$ cat config.mk
export PLATFORM = sky130hd
export DESIGN_NAME = capture_ratio_period_synth_unit
export DESIGN_NICKNAME = d
export VERILOG_FILES = /design/src/rtl/crps_pkg.sv /design/src/rtl/crps_edge_cnt.sv /design/src/rtl/crps_serial_div.sv /design/src/rtl/capture_ratio_period_synth_unit.sv
export VERILOG_INCLUDE_DIRS = /design/src /design/src/rtl
export SDC_FILE = /design/constraint.sdc
export NUM_CORES = 1
export LEC_CHECK = 0
export BUFFER_PORTS_ARGS = -buffer_cell sky130_fd_sc_hd__buf_2
export CAP_MARGIN = 30
export CORE_MARGIN = 4
export CORE_UTILIZATION = 55
export DETAILED_ROUTE_END_ITERATION = 10
export PLACE_DENSITY_LB_ADDON = 0.25
export RECOVER_POWER = 25
export SLEW_MARGIN = 20
export SYNTH_ARGS = -nofsm -noshare
export SYNTH_HDL_FRONTEND = slang
export SYNTH_SLANG_ARGS = --single-unit
$ cat constraint.sdc
create_clock -name clk_i -period 5.9 [get_ports clk_i]
set_input_delay 1.18 -clock clk_i [delete_from_list [all_inputs] [get_ports clk_i]]
set_output_delay 1.18 -clock clk_i [all_outputs]
set_load 0.01 [all_outputs]
$ cat src/rtl/capture_ratio_period_synth_unit_macros.svh
// ----------------------------------------------------------------------------
// capture ratio period synth unit - assertion macros
// shared concurrent assertion forms, clocked on clk_i, off during reset
// ----------------------------------------------------------------------------
`ifndef CAPTURE_RATIO_PERIOD_SYNTH_UNIT_MACROS_SVH
`define CAPTURE_RATIO_PERIOD_SYNTH_UNIT_MACROS_SVH

// consequent must hold in the same cycle as the antecedent
`define CRPS_ASSERT_SAME(lbl, ante, cons, msg) \
  lbl: assert property (@(posedge clk_i) disable iff (!rst_ni) (ante) |-> (cons)) \
    else $error(msg);

// consequent must hold in the cycle after the antecedent
`define CRPS_ASSERT_NEXT(lbl, ante, cons, msg) \
  lbl: assert property (@(posedge clk_i) disable iff (!rst_ni) (ante) |=> (cons)) \
    else $error(msg);

`endif

$ cat src/rtl/crps_pkg.sv
`timescale 1ns / 1ps
// ----------------------------------------------------------------------------
// crps_pkg
// shared widths, codes and types of the capture ratio period synth unit
// ----------------------------------------------------------------------------
package crps_pkg;

  localparam int CFG_W      = 16;  // multiplier / divider register width
  localparam int FRAC_W     = 17;  // remainder, below 2*multiplier
  localparam int PERIOD_W   = 32;  // half period field
  localparam int CAP_FIELD_W = 32; // capture_time port
  localparam int CMP_FIELD_W = 16; // compare_value / out_timer_now ports
  localparam int CFG_IDX_W  = 1;

  localparam logic [CFG_W-1:0]    MULT_RESET = 16'd12503;
  localparam logic [CFG_W-1:0]    DIVR_RESET = 16'd4096;
  localparam logic [PERIOD_W-1:0] PERIOD_SAT = 32'hffff_ffff;

  localparam logic [CFG_IDX_W-1:0] REG_MULTIPLIER = 1'b0;
  localparam logic [CFG_IDX_W-1:0] REG_DIVIDER    = 1'b1;

  localparam logic REQ_EDGE  = 1'b0;
  localparam logic REQ_MATCH = 1'b1;

  // result handed from the serial divider to the control
  typedef struct packed {
    logic [PERIOD_W-1:0] half_period;
    logic [FRAC_W-1:0]   remainder;
  } div_res_t;

endpackage

$ cat src/rtl/crps_edge_cnt.sv
`timescale 1ns / 1ps
// ----------------------------------------------------------------------------
// crps_edge_cnt
// counts input edges and toggles the divided level every divider-th edge
// ----------------------------------------------------------------------------
module crps_edge_cnt (
  input  logic                       clk_i,
  input  logic                       rst_ni,
  input  logic                       step_i,
  input  logic [crps_pkg::CFG_W-1:0] divider_i,
  output logic                       level_o
);
  import crps_pkg::*;

  logic [CFG_W-1:0] count_q, count_d;
  logic             level_q, level_d;
  logic [CFG_W:0]   cnt_inc;
  logic             wrap;

  assign cnt_inc = {1'b0, count_q} + (CFG_W+1)'(1);
  // wraps on reaching divider or on passing the counter range
  assign wrap    = (cnt_inc >= {1'b0, divider_i}) || cnt_inc[CFG_W];

  always_comb begin
    count_d = count_q;
    level_d = level_q;
    if (step_i) begin
      if (wrap) begin
        count_d = '0;
        level_d = ~level_q;
      end else begin
        count_d = cnt_inc[CFG_W-1:0];
      end
    end
  end

  always_ff @(posedge clk_i or negedge rst_ni) begin
    if (!rst_ni) begin
      count_q <= '0;
      level_q <= 1'b0;
    end else begin
      count_q <= count_d;
      level_q <= level_d;
    end
  end

  assign level_o = level_q;

endmodule

$ cat src/rtl/crps_serial_div.sv
`timescale 1ns / 1ps
// ----------------------------------------------------------------------------
// crps_serial_div
// bit-serial multiply then restoring divide:
// (interval*divider + frac) / den, one bit per cycle
// ----------------------------------------------------------------------------
module crps_serial_div #(
  parameter int IV_W = 32
) (
  input  logic                        clk_i,
  input  logic                        rst_ni,
  input  logic                        start_i,
  input  logic [IV_W-1:0]             interval_i,
  input  logic [crps_pkg::CFG_W-1:0]  divider_i,
  input  logic [crps_pkg::FRAC_W-1:0] den_i,
  input  logic [crps_pkg::FRAC_W-1:0] frac_i,
  output logic                        done_o,
  output crps_pkg::div_res_t          res_o
);
  import crps_pkg::*;

  localparam int SUM_W = IV_W + CFG_W;
  localparam int CNT_W = $clog2(SUM_W);

  localparam logic [1:0] U_IDLE = 2'd0;
  localparam logic [1:0] U_MUL  = 2'd1;
  localparam logic [1:0] U_DIV  = 2'd2;

  logic [1:0]        ustate_q, ustate_d;
  logic [CNT_W-1:0]  cnt_q, cnt_d;
  logic              done_q, done_d;
  logic [SUM_W-1:0]  acc_q, acc_d;
  logic [FRAC_W-1:0] rem_q, rem_d;
  logic [IV_W-1:0]   iv_q, iv_d;
  logic [CFG_W-1:0]  dsr_q, dsr_d;

  logic [SUM_W-1:0]  pp;
  logic [SUM_W-1:0]  fr_add;
  logic [FRAC_W:0]   shifted;
  logic [FRAC_W:0]   diff;
  logic              ge;
  logic              sat;

  // multiply digit: one divider bit, msb first
  assign pp     = dsr_q[CFG_W-1] ? SUM_W'(iv_q) : '0;
  assign fr_add = (cnt_q == '0) ? SUM_W'(frac_i) : '0;

  // divide digit: one quotient bit into the accumulator lsb
  assign shifted = {rem_q, acc_q[SUM_W-1]};
  assign ge      = shifted >= {1'b0, den_i};
  assign diff    = shifted - {1'b0, den_i};

  always_comb begin
    ustate_d = ustate_q;
    cnt_d    = cnt_q;
    done_d   = 1'b0;
    acc_d    = acc_q;
    rem_d    = rem_q;
    iv_d     = iv_q;
    dsr_d    = dsr_q;
    unique case (ustate_q)
      U_IDLE: begin
        if (start_i) begin
          ustate_d = U_MUL;
          cnt_d    = CNT_W'(CFG_W - 1);
          acc_d    = '0;
          iv_d     = interval_i;
          dsr_d    = divider_i;
        end
      end
      U_MUL: begin
        acc_d = {acc_q[SUM_W-2:0], 1'b0} + pp + fr_add;
        dsr_d = {dsr_q[CFG_W-2:0], 1'b0};
        cnt_d = cnt_q - CNT_W'(1);
        if (cnt_q == '0) begin
          ustate_d = U_DIV;
          cnt_d    = CNT_W'(SUM_W - 1);
          rem_d    = '0;
        end
      end
      U_DIV: begin
        acc_d = {acc_q[SUM_W-2:0], ge};
        rem_d = ge ? diff[FRAC_W-1:0] : shifted[FRAC_W-1:0];
        cnt_d = cnt_q - CNT_W'(1);
        if (cnt_q == '0) begin
          ustate_d = U_IDLE;
          done_d   = 1'b1;
        end
      end
      default: ustate_d = U_IDLE;
    endcase
  end

  always_ff @(posedge clk_i or negedge rst_ni) begin
    if (!rst_ni) begin
      ustate_q <= U_IDLE;
      cnt_q    <= '0;
      done_q   <= 1'b0;
    end else begin
      ustate_q <= ustate_d;
      cnt_q    <= cnt_d;
      done_q   <= done_d;
    end
  end

  always_ff @(posedge clk_i) begin
    acc_q <= acc_d;
    rem_q <= rem_d;
    iv_q  <= iv_d;
    dsr_q <= dsr_d;
  end

  // quotient sits in acc, remainder in rem, held until the next start
  assign sat = (den_i == '0) || (acc_q > SUM_W'(PERIOD_SAT));

  assign res_o.half_period = sat ? PERIOD_SAT : acc_q[PERIOD_W-1:0];
  assign res_o.remainder   = sat ? '0 : rem_q;
  assign done_o            = done_q;

endmodule

$ cat src/rtl/capture_ratio_period_synth_unit.sv
`timescale 1ns / 1ps
// ----------------------------------------------------------------------------
// capture_ratio_period_synth_unit
// input capture frequency multiplier: half period = interval*divider/(2*mult)
// with exact remainder carry, compare value stepping and edge divided output
// ----------------------------------------------------------------------------
//
// channel   dir  handshake                  payload
// in        in   in_valid_i / in_ready_o     req_type, capture_time, out_timer_now
// out       out  out_valid_o / out_ready_i   half_period, compare_value,
//                                            compare_load, divided_level,
//                                            zero_interval_error, running
// cfg       in   cfg_we_i (no wait)          cfg_idx_i, cfg_wdata_i
//
// edges that compute a period go through the bit-serial multiply, one digit
// per divider bit, and restoring divide unit, then the done state; other
// items go from accept straight to the done state and the result
// one item is in work at a time; a new item is taken while a result waits
// a waiting result stalls only the commit of the next item
// reset clears the control state, not the held item or divider datapath, and restores the register defaults
// ----------------------------------------------------------------------------
`include "capture_ratio_period_synth_unit_macros.svh"

module capture_ratio_period_synth_unit #(
  parameter int CAPTURE_BITS = 32,
  parameter int COMPARE_BITS = 16
) (
  input  logic                              clk_i,
  input  logic                              rst_ni,
  // configuration
  input  logic                              cfg_we_i,
  input  logic [crps_pkg::CFG_IDX_W-1:0]    cfg_idx_i,
  input  logic [crps_pkg::CFG_W-1:0]        cfg_wdata_i,
  // input items
  input  logic                              in_valid_i,
  output logic                              in_ready_o,
  input  logic                              req_type_i,
  input  logic [crps_pkg::CAP_FIELD_W-1:0]  capture_time_i,
  input  logic [crps_pkg::CMP_FIELD_W-1:0]  out_timer_now_i,
  // result items
  output logic                              out_valid_o,
  input  logic                              out_ready_i,
  output logic [crps_pkg::PERIOD_W-1:0]     half_period_o,
  output logic [crps_pkg::CMP_FIELD_W-1:0]  compare_value_o,
  output logic                              compare_load_o,
  output logic                              divided_level_o,
  output logic                              zero_interval_error_o,
  output logic                              running_o
);
  import crps_pkg::*;

  // control states
  localparam logic [1:0] S_IDLE = 2'd0;
  localparam logic [1:0] S_DIV  = 2'd1;
  localparam logic [1:0] S_DONE = 2'd2;

  // capture history codes
  localparam logic [1:0] SEEN_NONE = 2'd0;
  localparam logic [1:0] SEEN_ONE  = 2'd1;
  localparam logic [1:0] SEEN_RUN  = 2'd2;

  logic [1:0]              state_q, state_d;

  // configuration registers
  logic [CFG_W-1:0]        mult_q, divr_q;

  // block state
  logic [CAPTURE_BITS-1:0] last_q, last_d;
  logic [1:0]              seen_q, seen_d;
  logic [FRAC_W-1:0]       frac_q, frac_d;
  logic [PERIOD_W-1:0]     period_q, period_d;
  logic [COMPARE_BITS-1:0] cmp_q, cmp_d;
  logic                    started_q, started_d;

  // held item and its interval
  logic                    req_q;
  logic [CAPTURE_BITS-1:0] cap_q;
  logic [CMP_FIELD_W-1:0]  timer_q;
  logic [CAPTURE_BITS-1:0] iv_q;

  // result flags
  logic                    out_valid_q, out_valid_d;
  logic                    load_q, load_d;
  logic                    err_q, err_d;

  logic                    accept;
  logic                    commit;
  logic                    out_free;
  logic [CAPTURE_BITS-1:0] iv_new;
  logic                    div_start;
  logic                    div_done;
  div_res_t                div_res;
  logic                    edge_step;
  logic [PERIOD_W-1:0]     iv_ext;
  logic [FRAC_W-1:0]       den;

  assign in_ready_o = (state_q == S_IDLE);
  assign accept     = in_valid_i && in_ready_o;
  assign out_free   = !out_valid_q || out_ready_i;
  assign commit     = (state_q == S_DONE) && out_free;

  // interval modulo 2^CAPTURE_BITS against the previous edge
  assign iv_new    = capture_time_i[CAPTURE_BITS-1:0] - last_q;
  assign div_start = accept && (req_type_i == REQ_EDGE) && (seen_q != SEEN_NONE)
                     && (iv_new != '0);
  assign den       = {mult_q, 1'b0};
  assign edge_step = commit && (req_q == REQ_EDGE);
  assign iv_ext    = PERIOD_W'(iv_q);

  crps_serial_div #(
    .IV_W (CAPTURE_BITS)
  ) u_div (
    .clk_i      (clk_i),
    .rst_ni     (rst_ni),
    .start_i    (div_start),
    .interval_i (iv_new),
    .divider_i  (divr_q),
    .den_i      (den),
    .frac_i     (frac_q),
    .done_o     (div_done),
    .res_o      (div_res)
  );

  crps_edge_cnt u_edge (
    .clk_i     (clk_i),
    .rst_ni    (rst_ni),
    .step_i    (edge_step),
    .divider_i (divr_q),
    .level_o   (divided_level_o)
  );

  // sequencing
  always_comb begin
    state_d = state_q;
    unique case (state_q)
      S_IDLE: begin
        if (accept) begin
          state_d = div_start ? S_DIV : S_DONE;
        end
      end
      S_DIV: begin
        if (div_done) begin
          state_d = S_DONE;
        end
      end
      S_DONE: begin
        if (out_free) begin
          state_d = S_IDLE;
        end
      end
      default: state_d = S_IDLE;
    endcase
  end

  // state update at commit, once the result slot is free
  always_comb begin
    last_d      = last_q;
    seen_d      = seen_q;
    frac_d      = frac_q;
    period_d    = period_q;
    cmp_d       = cmp_q;
    started_d   = started_q;
    load_d      = load_q;
    err_d       = err_q;
    out_valid_d = out_ready_i ? 1'b0 : out_valid_q;
    if (commit) begin
      out_valid_d = 1'b1;
      load_d      = 1'b0;
      err_d       = 1'b0;
      if (req_q == REQ_EDGE) begin
        last_d = cap_q;
        if (seen_q == SEEN_NONE) begin
          // first edge only records its timestamp
          seen_d = SEEN_ONE;
        end else if (iv_q == '0) begin
          err_d = 1'b1;
        end else begin
          period_d = div_res.half_period;
          frac_d   = div_res.remainder;
          if (seen_q == SEEN_ONE) begin
            // starting edge: first compare one interval after the timer
            cmp_d     = COMPARE_BITS'(timer_q) + iv_ext[COMPARE_BITS-1:0];
            started_d = 1'b1;
            seen_d    = SEEN_RUN;
            load_d    = 1'b1;
          end
        end
      end else if (started_q) begin
        // compare match: step by the half period, wrapping
        cmp_d  = cmp_q + period_q[COMPARE_BITS-1:0];
        load_d = 1'b1;
      end
    end
  end

  always_ff @(posedge clk_i or negedge rst_ni) begin
    if (!rst_ni) begin
      state_q     <= S_IDLE;
      mult_q      <= MULT_RESET;
      divr_q      <= DIVR_RESET;
      last_q      <= '0;
      seen_q      <= SEEN_NONE;
      frac_q      <= '0;
      period_q    <= '0;
      cmp_q       <= '0;
      started_q   <= 1'b0;
      out_valid_q <= 1'b0;
      load_q      <= 1'b0;
      err_q       <= 1'b0;
    end else begin
      state_q     <= state_d;
      last_q      <= last_d;
      seen_q      <= seen_d;
      frac_q      <= frac_d;
      period_q    <= period_d;
      cmp_q       <= cmp_d;
      started_q   <= started_d;
      out_valid_q <= out_valid_d;
      load_q      <= load_d;
      err_q       <= err_d;
      if (cfg_we_i) begin
        unique case (cfg_idx_i)
          REG_MULTIPLIER: mult_q <= cfg_wdata_i;
          REG_DIVIDER:    divr_q <= cfg_wdata_i;
          default:        ;
        endcase
      end
    end
  end

  // item capture, payload only
  always_ff @(posedge clk_i) begin
    if (accept) begin
      req_q   <= req_type_i;
      cap_q   <= capture_time_i[CAPTURE_BITS-1:0];
      timer_q <= out_timer_now_i;
      iv_q    <= iv_new;
    end
  end

  // state registers change only at commit, so they are the result fields
  assign out_valid_o           = out_valid_q;
  assign half_period_o         = period_q;
  assign compare_value_o       = cmp_q[CMP_FIELD_W-1:0];
  assign compare_load_o        = load_q;
  assign zero_interval_error_o = err_q;
  assign running_o             = started_q;

  // an accepted item always leaves idle
  `CRPS_ASSERT_NEXT(a_accept_busy, accept, state_q != S_IDLE, "accept did not leave idle")
  // the divider only finishes while the control waits for it
  `CRPS_ASSERT_SAME(a_done_in_div, div_done, state_q == S_DIV, "divider done outside wait")
  // a compare load needs a started output
  `CRPS_ASSERT_SAME(a_load_running, out_valid_o && compare_load_o, running_o,
                    "compare load before start")
  // a zero interval never loads a compare value
  `CRPS_ASSERT_SAME(a_err_no_load, out_valid_o && zero_interval_error_o, !compare_load_o,
                    "compare load with zero interval")

endmodule

== Word-level counts from Yosys, hierarchy flattened ==
Cells that the tools add are included.

* $add $sub $neg: 8
* Equal/unequal tests: 15
* Bitwise gates (word level): 6
* Reductions and logical operators: 38
* Muxes and demuxes: 44
* $lt $le $gt $ge: 3

{| class="wikitable"
|+ Operator list
! operator !! number
|-
| 48-bit case mux with 3 select lines || 1
|-
| 16-bit two-way mux || 7
|-
| 48-bit adder || 2
|-
| 17-bit two-way mux || 4
|-
| 32-bit two-way mux || 2
|-
| 48-bit by 32-bit greater-than comparator with 1-bit output, second input constant || 1
|-
| 48-bit two-way mux || 1
|-
| 17-bit case mux with 2 select lines || 1
|-
| 16-bit adder || 2
|-
| 32-bit logical NOT || 1
|-
| 16-bit case mux with 2 select lines || 1
|-
| 32-bit nonzero test || 1
|-
| 32-bit subtractor || 1
|-
| 2-bit two-way mux || 10
|-
| 18-bit by 17-bit greater-or-equal comparator with 1-bit output || 1
|-
| 6-bit case mux with 3 select lines || 1
|-
| 16-bit by 1-bit adder with 17-bit output, second input constant || 1
|-
| 17-bit by 16-bit greater-or-equal comparator with 1-bit output || 1
|-
| 17-bit logical NOT || 1
|-
| 17-bit subtractor || 1
|-
| 2-bit AND reduction || 8
|-
| 1-bit two-way mux || 12
|-
| 6-bit two-way mux || 2
|-
| 2-bit inequality test, second input constant || 6
|-
| other kinds (16) || 45
|}

* Word-level logic and storage cells: 139
* Input port bits: 71
* Output and inout port bits: 54
* Bits in registers: 357

== Depth between registers and ports, before layout ==
* Word-level depth: 8
* Mapped depth: 21
* Depth with buffers taken out: 19

== Cells and area by module ==
Synthesis repeated with hierarchy kept, for this count alone.

* Cells, all modules: 2029
* Area total of the unflattened synthesis: 21576.9 um2

{| class="wikitable"
|+ By module, submodules not included
! module !! area an instance (um2) !! times used !! sequential area each (um2) !! cells an instance
|-
| capture_ratio_period_synth_unit || 11055.6 || 1 || 5871.9 || 963
|-
| crps_serial_div || 9083.7 || 1 || 3618.5 || 903
|-
| crps_edge_cnt || 1437.6 || 1 || 425.4 || 163
|}

== Least setup slack after synthesis ==
Ideal clock, no wire load.

* Path type: input-to-reg
* Start point: in capture_time_i[0] (netlist bit)
* End point: reg u_div.cnt_q[1]
* Buffers on the path: 0
* Arrival: 5.409 ns
* Path slack: 0.422 ns
* Data required time: 5.831 ns
* Library setup time: 0.069 ns
* Cell stages on the path: 15
* Cell sequence: inv_1 > ha_1 > inv_1 > fa_1 > a21o_1 > a31o_1 > a211oi_1 > o21ai_1 > and2_4 > a221oi_4 > nor4_2 > and4bb_1 > a41o_2 > nor2_2 > o32a_2

* Word-level cells in the longest chain between the ends: 5

{| class="wikitable"
|+ Ends and longest elaborated chain
! element !! line !! RTL
|-
| start: declaration || capture_ratio_period_synth_unit.sv:38 || <nowiki>input logic [crps_pkg::CAP_FIELD_W-1:0] capture_time_i,</nowiki>
|-
| 32-bit subtractor || capture_ratio_period_synth_unit.sv:103 || <nowiki>assign iv_new = capture_time_i[CAPTURE_BITS-1:0] - last_q;</nowiki>
|-
| via iv_new[28] || capture_ratio_period_synth_unit.sv:89 || <nowiki>logic [CAPTURE_BITS-1:0] iv_new;</nowiki>
|-
| 32-bit nonzero test || capture_ratio_period_synth_unit.sv:105 || <nowiki>&& (iv_new != '0);</nowiki>
|-
| 1-bit logical AND || capture_ratio_period_synth_unit.sv:105 ||
|-
| 2-bit inequality test (no line) || - ||
|-
| 2-bit AND reduction (no line) || - ||
|-
| end signal: assignment || crps_serial_div.sv:101 || <nowiki>cnt_q <= cnt_d;</nowiki>
|-
| end: declaration || crps_serial_div.sv:30 || <nowiki>logic [CNT_W-1:0] cnt_q, cnt_d;</nowiki>
|}

The timed path passes the listed nets, and every way through them passes these cells.
A chain may end at the register's enable or synchronous reset.

== Worst setup path in the final report ==
* Start point: reg u_div.cnt_q[2]
* End point: reg u_div.acc_q[47] (data pin)

* Word-level cells in the longest chain between the ends: 4

{| class="wikitable"
|+ Ends and longest elaborated chain
! element !! line !! RTL
|-
| 6-bit logical NOT || crps_serial_div.sv:46 || <nowiki>assign fr_add = (cnt_q == '0) ? SUM_W'(frac_i) : '0;</nowiki>
|-
| 17-bit two-way mux || crps_serial_div.sv:46 ||
|-
| 48-bit adder || crps_serial_div.sv:72 || <nowiki>acc_d = {acc_q[SUM_W-2:0], 1'b0} + pp + fr_add;</nowiki>
|-
| 48-bit case mux with 3 select lines || crps_serial_div.sv:61 || <nowiki>unique case (ustate_q)</nowiki>
|-
| via u_div.acc_d[47] || crps_serial_div.sv:32 || <nowiki>logic [SUM_W-1:0] acc_q, acc_d;</nowiki>
|-
| end signal: assignment || crps_serial_div.sv:107 || <nowiki>acc_q <= acc_d;</nowiki>
|-
| end: declaration || crps_serial_div.sv:32 ||
|}

The timed path passes the listed nets, and every way through them passes these cells.

==> flow_summary.json <==
{
  "grt_remaining_overflow": 0,
  "synthArstFlopShare_pct": 45.7,
  "ys.flop_type": "edfxtp_1",
  "cts-resized-gates": 0,
  "core_area_um2": 37800,
  "port-buffer-count": 124,
  "cts_tree": "yes",
  "unrepaired_setup_endpoints_after_global_routing": "false",
  "synth.distinct_cells": 98,
  "timing.critical_path.slowest_stage_cell": "a2111oi_0",
  "power.ir.vdd_worst_v": 0.000294,
  "route.vias.total": 16200,
  "avg_wl_per_cell_um": 18.8,
  "initial_utilization_pct": 55.9,
  "min_clock_period_post_route_ns": 5.39,
  "synthesized_netlist_net_count": 2349,
  "cp_common_cell": "nor3_1",
  "cp.buffers_inverters": 1,
  "initialDrtViolationCount": 1149,
  "cellPowerDensity_nw_per_um2": 472,
  "finalWeightedCongestion": 0.954,
  "grt_pass1_wl_um": 84200,
  "final_max_slew_viol_count": 105,
  "cap_violations": 2,
  "post_synth_instance_area_um2": 21100,
  "ctsHoldBuffers": 0,
  "cts_sinks": 357,
  "max_slew_margin_pct": -181,
  "first_pass_iters": 6,
  "dieWidth_um": 204,
  "skew_ns": 0.0215,
  "ant_diodes": 0,
  "p_leak_nw": 10.0,
  "totalNegativeSetupSlack_ns": 0,
  "crit_arrival_ns": 5.72,
  "timing_hold_violations_final": 0,
  "cts_max_path_buffers": 3,
  "ys_warn_count": 0,
  "drive_above_1_share_pct": 10.8,
  "path_class": "reg -> reg",
  "grt_antenna_before_repair": 1,
  "max_slew.worst_pin.slew_ns": 4.21,
  "crit_chain": "nor3_1 -> and3_1 -> nand2_1 -> fa_1 -> inv_1 -> ha_1 -> fa_1 -> a21o_1 -> a2111oi_0 -> nor3_1 -> o31a_1 -> nor3_1 -> a211oi_1 -> o31a_1 -> nand3_1 -> nor2_1 -> a22o_1",
  "ant_nets": 0,
  "combinationalPowerShare_pct": 42.1,
  "critical_path.endpoint_type": "flip-flop",
  "max_freq_ghz": 0.185,
  "timing.final.crit_share_pct": 91.4,
  "core.rowCount": 71,
  "post_cts_setup_buffer_count": 0,
  "power.clock.fraction_pct": 23.4,
  "setup_viol_count_final": 0,
  "clk-insertion-delay-late_ns": 0.57,
  "postSynthAreaPerCell_um2": 10.0,
  "largest_delay_contributor_family_on_the_critical_path": "compound AO/OA/AOI/OAI gates",
  "die_area_um2": 41600,
  "die_y_um": 204,
  "switching_share_of_power_pct": 39.0,
  "h-tree-depth": 2,
  "failed_checks": "max-capacitance violations, max-slew violations",
  "largest_net_degree_at_the_start_of_global_routing": 78,
  "io_pins": 125,
  "syn2layout_area_growth_pct": 11.9,
  "ys_seq_area_share_pct": 47.0,
  "worst-path-max-fanout": 11,
  "cts_made_buffers": 40,
  "flops_latches_synth": 357,
  "final_nets": 2467,
  "sequential_fraction_of_design_power_pct": 34.6,
  "cell_internal_pwr_mw": 6.79,
  "totalWireLength_um": 52200,
  "track_usage_pct": 24.9,
  "vias_in_the_first_global_route": 16100,
  "crit_path_start_kind": "flip-flop",
  "totalPowerFinal_mw": 11.1,
  "gate_count_of_the_mapped_netlist": 2110,
  "hold_path_class": "reg -> reg",
  "reg2reg_slack_ns": 0.51,
  "cts_root_buffer": "clkbuf_16",
  "dp.final_hpwl_um": 38800,
  "timing.critical_path.required_ns": 6.22,
  "run_status": "complete, but fails checks",
  "synth_edf_count": 194,
  "drc": 0,
  "power.switching_mw": 4.34,
  "detail_route.vias_per_cell": 5.85,
  "cts.clk_slew.worst_paths_ns": 0.06,
  "critical_path.max_stage_delay_ns": 0.71
}
-- metrics by stage --
stage | hold slack [ns] | instance area, um^2 | setup slack, ns | instances | util [%]
floorplan | 0.415 | 21100 | 0.422 | 2110 | -
CTS | 0.439 | 23700 | 0.618 | 2770 | 62.7
global placement | 0.422 | 22200 | 0.766 | 2693 | 58.9
finish | 0.438 | 23600 | 0.508 | 2771 | 62.5
detailed placement | 0.434 | 22300 | 0.646 | 2696 | 59.0
global route | 0.458 | 23600 | 0.247 | 2771 | 62.5
-- cell type report --
class	count	area, um^2
sequential	357	9920
tap	511	639
clock inverter	17	190
multi-input combinational	1512	10200
clock buffer	57	1200
timing repair buffer	149	792
fill	3095	14100
inverter	168	632
-- cell families after synthesis --
family	synth area share, %
xor+xnor	3.89
fa+ha+maj	10.7
flops	47.0
simple gates	14.6
compound gates	17.4
buf+inv	4.58
mux	1.82
-- worst reg2reg max path, delay by kind of cell, from the launching register on --
kind	cells	cell delay (ns)
adder cells (fa/ha/maj)	3	1.14
flip-flops	1	0.42
AND/OR/NAND/NOR	7	1.46
AO/OA/AOI/OAI	6	2.08
buffers and inverters	1	0.05
-- power by group through the flow --
stage                     combinational [mW]  sequential [mW]  clock (mW)
after global routing                    5.22             3.92        2.74
after CTS                               4.65             3.85        2.65
final                                   4.68             3.85        2.60
after global placement                  4.49             3.87           0
after detailed placement                4.62             3.89           0
after floorplan                         3.44             3.77           0
-- sequential cells by signal, indices dropped and copies added (netlist names), 17 cells and up --
signal and cells:
u_div.iv_q 32, cap_q 32, u_div.rem_q 17, half_period_o 32, u_div.acc_q 48, last_q 32, iv_ext 32, frac_q 17
-- synthesized netlist by cell type (all sizes together), types with 24 or more instances --
cell | n | area (um^2)
nand2 | 233 | 875
edfxtp | 194 | 5830
o21ai | 176 | 885
inv | 168 | 631
nor2 | 163 | 614
dfrtp | 154 | 3850
ha | 147 | 1840
a21oi | 120 | 608
xnor2 | 55 | 482
a21o | 54 | 405
clkbuf | 50 | 188
nand3 | 50 | 255
xor2 | 38 | 340
nor3 | 34 | 175
and2 | 32 | 204
nand2b | 24 | 150
-- path summary, 6_finish.rpt --
kind | startpoint | end | cells after the start
max | u_div.cnt_q[2] | u_div.acc_q[47] | 17
min in group asynchronous | rst_ni | half_period_o[30] | 1
min | cap_q[31] | last_q[31] | 2
max reg2reg | u_div.cnt_q[2] | u_div.acc_q[47] | 17
min reg2reg | cap_q[31] | last_q[31] | 2
max in group asynchronous | rst_ni | u_edge.count_q[5] | 1
-- placed cells by master (no fill, tap or decap), types with 44 or more instances in the layout --
master and instances:
a21oi_1 118, edfxtp_1 194, nand3_1 49, buf_2 88
dfrtp_1 154, clkbuf_1 47, nand2_1 233, a21o_1 54
xnor2_1 55, o21ai_0 166, nor2_1 162, inv_1 166
clkbuf_16 44, ha_1 147
-- routing by layer --
layer | wire, um | track usage [%]
met1 | 23000 | 34.1
met2 | 24700 | 40.7
met3 | 3030 | 5.01
met4 | 1400 | 7.20
met5 | 16 | 0
(Power assumes the default switching activity.)
